[src/rtl/plru_pkg.sv]
package plru_pkg;

  localparam int unsigned EntriesDefault = 16;
  localparam int unsigned RefBitsDefault = 16;
  localparam int unsigned TagW           = 64;
  localparam int unsigned CmdW           = 3;
  localparam int unsigned StatusW        = 3;
  localparam int unsigned SlotW          = 4;
  localparam int unsigned RefOutW        = 16;
  localparam int unsigned CountW         = 5;

  typedef enum logic [CmdW-1:0] {
    CMD_LOOKUP = 3'd0,
    CMD_ALLOC  = 3'd1,
    CMD_INSERT = 3'd2,
    CMD_REMOVE = 3'd3,
    CMD_DECREF = 3'd4,
    CMD_QUERY  = 3'd5,
    CMD_FLUSH  = 3'd6,
    CMD_COUNT  = 3'd7
  } cmd_e;

  typedef enum logic [StatusW-1:0] {
    ST_OK        = 3'd0,
    ST_INVALID   = 3'd1,
    ST_NOT_FOUND = 3'd2,
    ST_NO_SPACE  = 3'd3,
    ST_REF_ERROR = 3'd4
  } status_e;

  // recency move request from the sequencer to the order list
  typedef struct packed {
    logic start;
    logic to_mru;
  } move_req_t;

endpackage

[src/rtl/plru_order.sv]
// Recency order list. position 0 is least recent. A move walks one position
// per cycle: first a search for the slot, then one shift step per cycle.
module plru_order #(
  parameter int unsigned Entries = plru_pkg::EntriesDefault,
  localparam int unsigned IdxW = (Entries > 1) ? $clog2(Entries) : 1
) (
  input  logic                clk_i,
  input  logic                rst_ni,
  input  plru_pkg::move_req_t req_i,
  input  logic [IdxW-1:0]     slot_i,
  input  logic [IdxW-1:0]     rd_pos_i,
  output logic [IdxW-1:0]     rd_slot_o,
  output logic                busy_o
);

  typedef enum logic [2:0] {
    O_IDLE  = 3'b001,
    O_FIND  = 3'b010,
    O_SHIFT = 3'b100
  } ostate_e;

  localparam logic [IdxW-1:0] LastPos = IdxW'(Entries - 1);

  logic [IdxW-1:0] order_q [Entries];
  ostate_e         state_q, state_d;
  logic [IdxW-1:0] pos_q, pos_d;
  logic [IdxW-1:0] slot_q, slot_d;
  logic            mru_q, mru_d;

  assign rd_slot_o = order_q[rd_pos_i];
  assign busy_o    = (state_q != O_IDLE);

  always_comb begin
    state_d = state_q;
    pos_d   = pos_q;
    slot_d  = slot_q;
    mru_d   = mru_q;
    unique case (state_q)
      O_IDLE: begin
        if (req_i.start) begin
          state_d = O_FIND;
          pos_d   = '0;
          slot_d  = slot_i;
          mru_d   = req_i.to_mru;
        end
      end
      O_FIND: begin
        if (order_q[pos_q] == slot_q) begin
          state_d = O_SHIFT;
        end else if (pos_q == LastPos) begin
          state_d = O_IDLE;
        end else begin
          pos_d = pos_q + 1'b1;
        end
      end
      O_SHIFT: begin
        if (mru_q) begin
          if (pos_q == LastPos) state_d = O_IDLE;
          else pos_d = pos_q + 1'b1;
        end else begin
          if (pos_q == '0) state_d = O_IDLE;
          else pos_d = pos_q - 1'b1;
        end
      end
      default: state_d = O_IDLE;
    endcase
  end

  always_ff @(posedge clk_i or negedge rst_ni) begin
    if (!rst_ni) begin
      state_q <= O_IDLE;
      for (int i = 0; i < Entries; i++) order_q[i] <= IdxW'(Entries - 1 - i);
    end else begin
      state_q <= state_d;
      if (state_q == O_SHIFT) begin
        if (mru_q) begin
          if (pos_q == LastPos) order_q[pos_q] <= slot_q;
          else order_q[pos_q] <= order_q[pos_q + 1'b1];
        end else begin
          if (pos_q == '0) order_q[pos_q] <= slot_q;
          else order_q[pos_q] <= order_q[pos_q - 1'b1];
        end
      end
    end
  end

  always_ff @(posedge clk_i) begin
    pos_q  <= pos_d;
    slot_q <= slot_d;
    mru_q  <= mru_d;
  end

endmodule

[src/rtl/pinned_lru_tag_cache.sv]
// Tag cache with reference pinning and LRU replacement.
// Slave channel s_axis_*: one transfer is one command (opcode + 64-bit tag).
// Master channel m_axis_*: one result transfer per command (status, slot,
// hit flag, reference count, used and pinned slot counts).
// Commands run one at a time through a sequencer that reuses one tag
// comparator over the slots, one slot per cycle, and a recency list that
// moves an entry one position per cycle.
// A command may run a tag search, an alloc scan of the recency list and a move
// to the most or least recent end, and always ends with the occupancy count;
// s_axis_tready is low while one is in flight.
// The result sits in an output register; while the receiver stalls
// (m_axis_tready low) the block holds it. The next command may still be
// taken, but it waits in its final state until the held result is taken.
// Reset: all slots invalid with zero tag and count, slot ENTRIES-1 least
// recent down to slot 0 most recent. No clearing pass is needed.
module pinned_lru_tag_cache #(
  parameter int unsigned ENTRIES  = plru_pkg::EntriesDefault,
  parameter int unsigned REF_BITS = plru_pkg::RefBitsDefault
) (
  input  logic         clk_i,
  input  logic         rst_ni,
  input  logic         s_axis_tvalid,
  output logic         s_axis_tready,
  // 2:0 command, 66:3 tag, 71:67 zero
  input  logic [71:0]  s_axis_tdata,
  output logic         m_axis_tvalid,
  input  logic         m_axis_tready,
  // 2:0 status, 6:3 slot, 7 was_hit, 23:8 ref_count, 28:24 used_count,
  // 33:29 pinned_count, 39:34 zero
  output logic [39:0]  m_axis_tdata
);

  localparam int unsigned IdxW = (ENTRIES > 1) ? $clog2(ENTRIES) : 1;
  localparam int unsigned CntW = $clog2(ENTRIES + 1);
  localparam logic [IdxW-1:0] LastIdx = IdxW'(ENTRIES - 1);
  localparam logic [REF_BITS-1:0] RefMax = '1;

  typedef enum logic [8:0] {
    S_IDLE   = 9'b000000001,
    S_FIND   = 9'b000000010,
    S_DECIDE = 9'b000000100,
    S_ASCAN  = 9'b000001000,
    S_FLCHK  = 9'b000010000,
    S_FLCLR  = 9'b000100000,
    S_MOVE   = 9'b001000000,
    S_COUNT  = 9'b010000000,
    S_OUT    = 9'b100000000
  } state_e;

  logic [plru_pkg::TagW-1:0] tag_q [ENTRIES];
  logic                      valid_q [ENTRIES];
  logic [REF_BITS-1:0]       refs_q [ENTRIES];

  state_e                    state_q, state_d;
  plru_pkg::cmd_e            cmd_q;
  logic [plru_pkg::TagW-1:0] key_q;
  logic [IdxW-1:0]           idx_q, idx_d;
  logic [IdxW-1:0]           hit_idx_q, hit_idx_d;
  logic                      found_q, found_d;
  logic                      have_slot_q, have_slot_d;
  logic                      was_hit_q, was_hit_d;
  plru_pkg::status_e         status_q, status_d;
  logic [CntW-1:0]           used_q, used_d, pin_q, pin_d;
  logic                      move_wait_q, move_wait_d;
  logic [39:0]               out_q;
  logic                      out_vld_q;

  plru_pkg::move_req_t       mreq;
  logic [IdxW-1:0]           mslot;
  logic [IdxW-1:0]           ord_slot;
  logic                      ord_busy;

  // write strobes to the slot arrays
  logic                      wr_touch, wr_alloc, wr_remove, wr_dec, wr_clr;

  plru_order #(.Entries(ENTRIES)) u_order (
    .clk_i     (clk_i),
    .rst_ni    (rst_ni),
    .req_i     (mreq),
    .slot_i    (mslot),
    .rd_pos_i  (idx_q),
    .rd_slot_o (ord_slot),
    .busy_o    (ord_busy)
  );

  assign s_axis_tready = (state_q == S_IDLE);
  assign m_axis_tvalid = out_vld_q;
  assign m_axis_tdata  = out_q;

  logic [REF_BITS-1:0] hit_refs;
  assign hit_refs = refs_q[hit_idx_q];

  always_comb begin
    state_d     = state_q;
    idx_d       = idx_q;
    hit_idx_d   = hit_idx_q;
    found_d     = found_q;
    have_slot_d = have_slot_q;
    was_hit_d   = was_hit_q;
    status_d    = status_q;
    used_d      = used_q;
    pin_d       = pin_q;
    move_wait_d = move_wait_q;
    mreq        = '0;
    mslot       = hit_idx_q;
    wr_touch = 1'b0; wr_alloc = 1'b0; wr_remove = 1'b0;
    wr_dec   = 1'b0; wr_clr   = 1'b0;
    unique case (state_q)
      S_IDLE: begin
        if (s_axis_tvalid) begin
          idx_d = '0; found_d = 1'b0; have_slot_d = 1'b0; was_hit_d = 1'b0;
          status_d = plru_pkg::ST_OK; move_wait_d = 1'b0;
          if (s_axis_tdata[66:3] == '0 &&
              s_axis_tdata[2:0] != plru_pkg::CMD_FLUSH &&
              s_axis_tdata[2:0] != plru_pkg::CMD_COUNT) begin
            status_d = plru_pkg::ST_INVALID;
            state_d  = S_COUNT;
            used_d = '0; pin_d = '0;
          end else if (s_axis_tdata[2:0] == plru_pkg::CMD_ALLOC) begin
            state_d = S_ASCAN;
          end else if (s_axis_tdata[2:0] == plru_pkg::CMD_FLUSH) begin
            state_d = S_FLCHK;
          end else if (s_axis_tdata[2:0] == plru_pkg::CMD_COUNT) begin
            state_d = S_COUNT; used_d = '0; pin_d = '0;
          end else begin
            state_d = S_FIND;
          end
        end
      end
      // one comparator, one slot per cycle, lowest match wins
      S_FIND: begin
        if (valid_q[idx_q] && tag_q[idx_q] == key_q) begin
          found_d = 1'b1; hit_idx_d = idx_q; state_d = S_DECIDE;
        end else if (idx_q == LastIdx) begin
          state_d = S_DECIDE;
        end else begin
          idx_d = idx_q + 1'b1;
        end
      end
      S_DECIDE: begin
        idx_d = '0;
        if (!found_q) begin
          if (cmd_q == plru_pkg::CMD_INSERT) begin
            state_d = S_ASCAN;
          end else begin
            status_d = plru_pkg::ST_NOT_FOUND;
            state_d = S_COUNT; used_d = '0; pin_d = '0;
          end
        end else begin
          have_slot_d = 1'b1;
          state_d = S_COUNT; used_d = '0; pin_d = '0;
          unique case (cmd_q) inside
            plru_pkg::CMD_LOOKUP, plru_pkg::CMD_INSERT: begin
              was_hit_d = 1'b1;
              if (hit_refs == RefMax) begin
                status_d = plru_pkg::ST_REF_ERROR;
              end else begin
                wr_touch = 1'b1;
                mreq = '{start: 1'b1, to_mru: 1'b1};
                state_d = S_MOVE;
              end
            end
            plru_pkg::CMD_REMOVE: begin
              if (hit_refs != REF_BITS'(1)) begin
                status_d = plru_pkg::ST_REF_ERROR;
              end else begin
                wr_remove = 1'b1;
                mreq = '{start: 1'b1, to_mru: 1'b0};
                state_d = S_MOVE;
              end
            end
            plru_pkg::CMD_DECREF: begin
              if (hit_refs == '0) status_d = plru_pkg::ST_REF_ERROR;
              else wr_dec = 1'b1;
            end
            default: ;
          endcase
        end
      end
      // walk recency order from least recent for an unpinned slot
      S_ASCAN: begin
        if (!valid_q[ord_slot] || refs_q[ord_slot] == '0) begin
          hit_idx_d = ord_slot; have_slot_d = 1'b1;
          wr_alloc = 1'b1;
          mslot = ord_slot;
          mreq = '{start: 1'b1, to_mru: 1'b1};
          state_d = S_MOVE;
        end else if (idx_q == LastIdx) begin
          status_d = plru_pkg::ST_NO_SPACE;
          idx_d = '0; state_d = S_COUNT; used_d = '0; pin_d = '0;
        end else begin
          idx_d = idx_q + 1'b1;
        end
      end
      S_FLCHK: begin
        if (refs_q[idx_q] != '0) begin
          status_d = plru_pkg::ST_REF_ERROR;
          idx_d = '0; state_d = S_COUNT; used_d = '0; pin_d = '0;
        end else if (idx_q == LastIdx) begin
          idx_d = '0; state_d = S_FLCLR;
        end else begin
          idx_d = idx_q + 1'b1;
        end
      end
      S_FLCLR: begin
        wr_clr = 1'b1;
        if (idx_q == LastIdx) begin
          idx_d = '0; state_d = S_COUNT; used_d = '0; pin_d = '0;
        end else begin
          idx_d = idx_q + 1'b1;
        end
      end
      S_MOVE: begin
        // first cycle here the list has just seen the request
        move_wait_d = 1'b1;
        if (move_wait_q && !ord_busy) begin
          idx_d = '0; state_d = S_COUNT; used_d = '0; pin_d = '0;
          move_wait_d = 1'b0;
        end
      end
      S_COUNT: begin
        if (valid_q[idx_q]) begin
          used_d = used_q + 1'b1;
          if (refs_q[idx_q] != '0) pin_d = pin_q + 1'b1;
        end
        if (idx_q == LastIdx) state_d = S_OUT;
        else idx_d = idx_q + 1'b1;
      end
      S_OUT: begin
        if (!out_vld_q || m_axis_tready) state_d = S_IDLE;
      end
      default: state_d = S_IDLE;
    endcase
  end

  logic [plru_pkg::SlotW-1:0]   slot_f;
  logic [plru_pkg::RefOutW-1:0] ref_f;
  logic [IdxW+plru_pkg::SlotW-1:0]       slot_ext;
  logic [REF_BITS+plru_pkg::RefOutW-1:0] ref_ext;
  logic [CntW+plru_pkg::CountW-1:0]      used_ext, pin_ext;
  logic                                  out_load;
  assign slot_ext = {{plru_pkg::SlotW{1'b0}}, hit_idx_q};
  assign ref_ext  = {{plru_pkg::RefOutW{1'b0}}, hit_refs};
  assign used_ext = {{plru_pkg::CountW{1'b0}}, used_q};
  assign pin_ext  = {{plru_pkg::CountW{1'b0}}, pin_q};
  assign slot_f = have_slot_q ? slot_ext[plru_pkg::SlotW-1:0] : '0;
  assign ref_f  = have_slot_q ? ref_ext[plru_pkg::RefOutW-1:0] : '0;
  assign out_load = (state_q == S_OUT) && (!out_vld_q || m_axis_tready);

  always_ff @(posedge clk_i or negedge rst_ni) begin
    if (!rst_ni) begin
      state_q   <= S_IDLE;
      out_vld_q <= 1'b0;
      for (int i = 0; i < ENTRIES; i++) begin
        valid_q[i] <= 1'b0;
        refs_q[i]  <= '0;
        tag_q[i]   <= '0;
      end
    end else begin
      state_q   <= state_d;
      out_vld_q <= (out_vld_q && !m_axis_tready) || out_load;
      if (wr_touch) refs_q[hit_idx_q] <= hit_refs + 1'b1;
      if (wr_dec)   refs_q[hit_idx_q] <= hit_refs - 1'b1;
      if (wr_remove) begin
        valid_q[hit_idx_q] <= 1'b0;
        refs_q[hit_idx_q]  <= '0;
        tag_q[hit_idx_q]   <= '0;
      end
      if (wr_alloc) begin
        valid_q[ord_slot] <= 1'b1;
        refs_q[ord_slot]  <= REF_BITS'(1);
        tag_q[ord_slot]   <= key_q;
      end
      if (wr_clr) begin
        valid_q[idx_q] <= 1'b0;
        tag_q[idx_q]   <= '0;
      end
    end
  end

  always_ff @(posedge clk_i) begin
    if (state_q == S_IDLE && s_axis_tvalid) begin
      cmd_q <= plru_pkg::cmd_e'(s_axis_tdata[2:0]);
      key_q <= s_axis_tdata[66:3];
    end
    idx_q       <= idx_d;
    hit_idx_q   <= hit_idx_d;
    found_q     <= found_d;
    have_slot_q <= have_slot_d;
    was_hit_q   <= was_hit_d;
    status_q    <= status_d;
    used_q      <= used_d;
    pin_q       <= pin_d;
    move_wait_q <= move_wait_d;
    if (out_load) begin
      out_q <= {6'd0, pin_ext[plru_pkg::CountW-1:0], used_ext[plru_pkg::CountW-1:0],
                ref_f, was_hit_q, slot_f, status_q};
    end
  end

`ifndef SYNTHESIS
  a_no_accept_busy: assert property (@(posedge clk_i) disable iff (!rst_ni)
    (state_q != S_IDLE) |-> !s_axis_tready)
    else $error("ready while busy");
  a_out_hold: assert property (@(posedge clk_i) disable iff (!rst_ni)
    (m_axis_tvalid && !m_axis_tready) |=> $stable(m_axis_tdata))
    else $error("result changed under stall");
  a_one_write: assert property (@(posedge clk_i) disable iff (!rst_ni)
    $onehot0({wr_touch, wr_alloc, wr_remove, wr_dec, wr_clr}))
    else $error("two slot writes at once");
  a_move_idle: assert property (@(posedge clk_i) disable iff (!rst_ni)
    mreq.start |-> !ord_busy)
    else $error("recency move while busy");
`endif

endmodule

[config.mk]
export PLATFORM = sky130hd
export DESIGN_NAME = pinned_lru_tag_cache
export DESIGN_NICKNAME = d
export VERILOG_FILES = /design/src/rtl/plru_pkg.sv /design/src/rtl/plru_order.sv /design/src/rtl/pinned_lru_tag_cache.sv
export SDC_FILE = /design/constraint.sdc
export NUM_CORES = 2
export LEC_CHECK = 0
export BUFFER_PORTS_ARGS = -buffer_cell sky130_fd_sc_hd__buf_2
export CAP_MARGIN = 10
export CORE_UTILIZATION = 40
export CTS_CLUSTER_SIZE = 30
export DETAILED_ROUTE_END_ITERATION = 8
export SYNTH_ARGS = -nofsm -noshare
export SYNTH_HDL_FRONTEND = slang
export SYNTH_SLANG_ARGS = --single-unit
[constraint.sdc]
create_clock -name clk_i -period 4.45 [get_ports clk_i]
set_input_delay 0.2225 -clock clk_i [delete_from_list [all_inputs] [get_ports clk_i]]
set_output_delay 0.2225 -clock clk_i [all_outputs]
set_load 0.02 [all_outputs]
* Word level (Yosys, flattened, before mapping)
Index checks and enable logic that the tools add are counted.
** Cells by class
- Reductions and logical operators :: 47
- Muxes and demuxes :: 173
- $add $sub $neg :: 7
- Order comparisons :: 10
- Bitwise gates (word level) :: 20
- Eq/ne operators :: 55
** Operators by type and width (number)
- 2-to-1 mux 1024 bit :: 3
- bitwise AND 1024 bit :: 2
- NOT 1024 bit :: 2
- bitwise mux 1024 bit :: 1
- 2-to-1 mux 256 bit :: 4
- demux 64 bit (select 4 bit) :: 3
- bitwise mux 256 bit :: 2
- 2-to-1 mux 64 bit :: 8
- bitwise AND 256 bit :: 1
- binary-select mux 64 bit (select 4 bit) :: 1
- NOT 256 bit :: 1
- bitwise AND 240 bit :: 1
- NOT 240 bit :: 1
- binary-select mux 16 bit (select 4 bit) :: 3
- bitwise mux 64 bit :: 3
- 2-to-1 mux 16 bit :: 11
- demux 16 bit (select 4 bit) :: 2
- 2-to-1 mux 9 bit :: 11
- 2-to-1 mux 4 bit :: 24
- one-hot mux 9 bit (9 select lines) :: 1
- 2-to-1 mux 5 bit :: 16
- one-hot mux 5 bit (7 select lines) :: 2
- binary-select mux 4 bit (select 4 bit) :: 4
- == test 64 bit :: 1
- 71 further kinds :: 204
** Word-level totals
- Output and inout port bits :: 42
- Word-level logic and storage cells :: 395
- Input bits :: 76
- Register bits :: 1508

* Depth between registers and ports, before layout
- Depth after elaboration :: 16
- Depth in mapped cells :: 19
- Depth with buffers taken out :: 11

* By module
Synthesis repeated with hierarchy kept, for this count alone.
** Second synthesis, totals
- Cell total of the unflattened synthesis :: 7192
- Area, all modules :: 76320.7 um2
** By module, submodules not included
- pinned_lru_tag_cache :: instances 1, sequential area each 36466.2 um2, cells an instance 6700, area each 70706.6 um2
- plru_order :: instances 1, sequential area each 1988.2 um2, cells an instance 492, area each 5614.1 um2

* Least setup slack after synthesis
OpenSTA, ideal clock, no wires.
- Path type :: register to register
- Start :: register u_order.pos_q[0]
- End :: register u_order.order_q[21] (netlist name)
- Setup time :: 0.137 ns
- Arrival time :: 4.733 ns
- Path slack :: -0.420 ns
- Cell stages (with the launch flop) :: 17
- Buffers on the path :: 7
- Clock period less this slack :: 4.870 ns
- Required time :: 4.313 ns
- Path through :: edfxtp_1 clkbuf_1 buf_1 clkbuf_1 inv_1 ha_1 buf_1 clkbuf_1 clkbuf_1 buf_1 mux4_2 mux2i_1 nand2_1 o21ai_0 nor2_1 nor2b_1 o21ai_0
** On the way
- Word-level cells in the longest chain between the ends :: 8
- Elaborated cells between the ends (all ways) :: 24
- Classes of those cells :: add/sub (2); order compare (2); eq/ne (1); mux (14); bitwise (3); reduce/logical (2)
** Ends and longest elaborated chain
- from (decl) :: line plru_order.sv:26 : logic [IdxW-1:0] pos_q, pos_d;
- from (signal assigned) :: line plru_order.sv:88 : pos_q <= pos_d;
- subtractor 4 x 1 -> 4 bit, or another cell as far along :: line plru_order.sv:81 : else order_q[pos_q] <= order_q[pos_q - 1'b1];
- NOT 4 -> 5 bit (implied by the code), or another cell as far along :: line plru_order.sv:81
- binary-select mux 4 bit (select 4 bit), or another cell as far along :: line plru_order.sv:81
- 2-to-1 mux 4 bit (on tied branches)
- 2-to-1 mux 4 bit (implied by the code), or another cell as far along :: line plru_order.sv:81
- bitwise mux 64 bit (on tied branches)
- 2-to-1 mux 64 bit (on tied branches) :: line plru_order.sv:80, plru_order.sv:77
- 2-to-1 mux 64 bit * :: line plru_order.sv:76 : if (mru_q) begin
- to (signal, indexed assignment) :: line plru_order.sv:77 : if (pos_q == LastPos) order_q[pos_q] <= slot_q;
- to (signal, indexed assignment) :: line plru_order.sv:80 : if (pos_q == '0) order_q[pos_q] <= slot_q;
- to (signal, indexed assignment) :: line plru_order.sv:81
- to (decl) :: line plru_order.sv:24 : logic [IdxW-1:0] order_q [Entries];
Mark *: on every way between the ends. The rest lies on a longest branch, timed or not. The select of a mux whose other input is x is not followed.
A chain may end at the register's enable or synchronous reset.

* Final worst setup path
- Start :: register idx_q[0]
- End :: register state_q[4]
** On the way
- Word-level cells in the longest chain between the ends :: 12
- Elaborated cells between the ends (all ways) :: 36
- Classes of those cells :: eq/ne (5); mux (23); bitwise (2); reduce/logical (6)
** Ends and longest elaborated chain
- from (decl) :: line pinned_lru_tag_cache.sv:57 : logic [IdxW-1:0] idx_q, idx_d;
- from (signal assigned) :: line pinned_lru_tag_cache.sv:286 : idx_q <= idx_d;
- NOT 4 -> 5 bit (implied by the code) :: line plru_order.sv:30, pinned_lru_tag_cache.sv:132, pinned_lru_tag_cache.sv:196
- binary-select mux 4 bit (select 4 bit) :: line plru_order.sv:30 : assign rd_slot_o = order_q[rd_pos_i];
- 2-to-1 mux 4 bit (implied by the code) (2 in a row) :: line plru_order.sv:30
- NOT 4 -> 5 bit (implied by the code) :: line pinned_lru_tag_cache.sv:182 : if (!valid_q[ord_slot] || refs_q[ord_slot] == '0) begin
- binary-select mux 16 bit (select 4 bit) / binary-select mux 1 bit (select 4 bit) (equally long branches) :: line pinned_lru_tag_cache.sv:182
- 2-to-1 mux 16 bit (implied by the code) / 2-to-1 mux 1 bit (equally long branches) (2 in a row) :: line pinned_lru_tag_cache.sv:182
- logical NOT 16 bit / logical NOT 1 bit (equally long branches) :: line pinned_lru_tag_cache.sv:182
- logical OR 1 bit :: line pinned_lru_tag_cache.sv:182
- 2-to-1 mux 9 bit :: line pinned_lru_tag_cache.sv:182
- one-hot mux 9 bit (9 select lines) :: line pinned_lru_tag_cache.sv:108 : unique case (state_q)
- to (signal assigned) :: line pinned_lru_tag_cache.sv:260 : state_q <= state_d;
- to (decl) :: line pinned_lru_tag_cache.sv:54 : state_e state_q, state_d;
Several ways; a longest one is shown, not always the timed one. The select of a mux whose other input is x is not followed.

==> run metrics <==
Worst-path clk slew=0.06 ns; Area Growth Syn to Fin=15.8%; post-synth cell types=97; Final Cycle Share=99.2%; DRT Wirelength=308000 um; vias in the first global route=68200; DR DRC count=0; first-pass GRT wire length=454000 um; Worst Skew=0.102 ns; Core Region=200000 um^2; Hold Crit Endpoint=key_q[18]; most numerous cell in the Yosys netlist=nand3_1; top cells by count, synth=2053 x nand3_1, 1339 x dfrtp_1, 1113 x o21ai_0, 581 x clkbuf_1, 539 x nand2_1; CP Class=reg -> reg; Seq/Total Area, Yosys=47.5%; Critical Path Fanout Max=17; DR vias=72100; TritonRoute pass-1 iters=6; Synth area leader=dfrtp_1; Placer Congestion=0.951; non-filler cells, final=10900; register bit total from synthesis=1508; crit path DAT=5.12 ns; worst min path class=in -> reg; placed insts=10500; Fmax=227 MHz; IO Pins=118; 1st-iter DRT viols=10800; grt total ovfl=0; Max-slew headroom=21.4%; Core Rows=164; Finished Cell Area=93800 um^2; Syn Area/Cell=9.84 um^2; Bufs on Longest Clock Path=3; CTS tree=built; YS warnings=0; min cycle time layout=4.41 ns; Main synth FF type=dfrtp_1; DIE HEIGHT=452 um; Worst Tran Pin Value=1.18 ns; ys async rst share=91.0%; setup violators final=0; TritonCTS Buffers=169; Total Power=44800 uW; Clock Latency Late Sink=0.88 ns; P_leak=0.0383 uW; Peak VDD IR=434 uV; CTS sink cnt=1508; worst path required time=5.16 ns; Reg2Reg Depth=14; Layout Nets=8205; Slew Limit Fails=0; setup tns final=0 ns; antenna violations before repair=11; outcome=complete, no violations; ANT nets after route=0; Placement Cell Area=86400 um^2; die area=204000 um^2; Reg-to-Reg End=state_q[4]; Max Cap Viol=0; top post-synthesis cells by area=dfrtp_1 41%, nand3_1 13%, mux4_2 11%; Mapped Area=81000 um^2; largest net degree at the start of global routing=172; Routed WL per cell=28.2 um; Clock Tree Root=clkbuf_16; Startpoint Class=register; Setup crit end kind=register; Min-Delay Path Depth=2; hold_sp=s_axis_tdata[21]; buffers added on ports=106; RSZ-0062 raised after global routing=true; Post-synth EDFFs=135; Via density=6.60; Synth top area share=41.4%; PD cells=477 nW/um^2; fraction of layout cells with a size suffix above 1=18.3%; detailed-placement wirelength estimate=187000 um; Clock H-tree levels=4; R2R Path Start=idx_q[0]; gate count after technology mapping=8227; reg-to-reg slack, setup=0.04 ns; Initial Util=40.4%; GRT Total Usage=29.3%; final count of hold timing violations=0; DIE WIDTH=452 um
state kept, by name (all words and copies together) (netlist names), 5 cells and up:
signal	count
tag_q	1024
refs_q	256
key_q	64
u_order.order_q	64
m_axis_tdata	34
valid_q	16
state_q	9
pin_q	5
used_q	5
final cells by class:
type                    count  area (um^2)
clock buffers             234         4830
well taps                2656         3320
flip-flops and latches   1508        38500
fillers                 18200       107000
clock inverters            80         1170
multi-input cells        5723        38600
diodes                      3         7.51
inverters                  20         82.6
repair buffers            692         7310
cell usage in the layout, fill, tap and decap left out, drive strengths merged, types with 42 or more instances in the layout:
cell type	instances
nand3	2054
dfrtp	1339
o21ai	1147
buf	614
nand2	540
mux4	389
nor2	386
clkbuf	242
o221ai	207
edfxtp	135
mux2i	126
a21oi	120
mux2	76
dlygate4sd3	70
nor4	69
nor3	60
xnor2	56
clkinv	47
a22oi	45
and2	45
xor2	42
worst max path at each step:
stage	startpoint	to	slack, ns	cells after the start
2_1_floorplan	u_order.pos_q[0]	u_order.order_q[21]	0.01	16
3_3_place_gp	idx_q[0]	state_q[4]	-0.11	13
3_5_place_dp	idx_q[0]	state_q[4]	-0.09	13
4_1_cts	idx_q[0]	state_q[4]	0.04	15
5_1_grt	idx_q[0]	tag_q[762]	-0.04	15
6_report	idx_q[0]	state_q[4]	0.04	14
cells by family after synthesis:
logic type	synth area share, %
multiplexers	13.4
buffers and inverters	5.49
XOR/XNOR	1.06
other	0.00463
flip-flops	47.5
AND/OR/NAND/NOR	19.7
adder cells (fa/ha/maj)	0.232
AO/OA/AOI/OAI	12.6
worst max-delay path, stage by stage, from the launching register on:
cell and delay [ns]:
edfxtp_1 0.56, buf_12 0.22, buf_4 0.13, buf_6 0.28
mux4_2 0.56, mux4_2 0.49, xnor2_1 0.24, nand4_1 0.16
nor4_2 0.32, o2111a_1 0.24, and4_4 0.28, a31oi_2 0.15
buf_4 0.18, nor2_2 0.13, mux2_2 0.34
per-layer routing:
metal,GRT usage (%),vias to the layer above,share of wire (%)
met5,0,-,0.027
met4,13.5,10,4.9
met3,6.87,870,12
met2,43.9,4712,44
met1,40.3,36400,39
li1,-,30100,-
repair_timing:
item / CTS / global route
resized for setup: 9 / 35
setup buffers: 0 / 26
cloned: 0 / 9
endpoints found under the hold margin: 1145 / 0
endpoints found under the setup margin: 8 / 265
pin swaps: 0 / 5
hold buffers: 71 / 0
metrics by stage:
step,setup WS [ns],hold WS (ns),utilization (%)
finish,0.0373,0.0904,46.8
global route,-0.0421,0.0729,46.8
CTS,0.0371,0.0368,46.5
detailed placement,-0.0904,0.143,43.1
global placement,-0.108,0.141,43.1
floorplan,0.0148,-0.0731,-
report_power, final:
part	total, uW	leakage [uW]	switching (uW)	internal [uW]
combinational	13000	0.0152	7970	4990
sequential	16700	0.0202	1370	15300
clock	15100	0.00293	6290	8840
total	44800	0.0383	15600	29100
No activity file was read; power rests on OpenSTA's default activity.
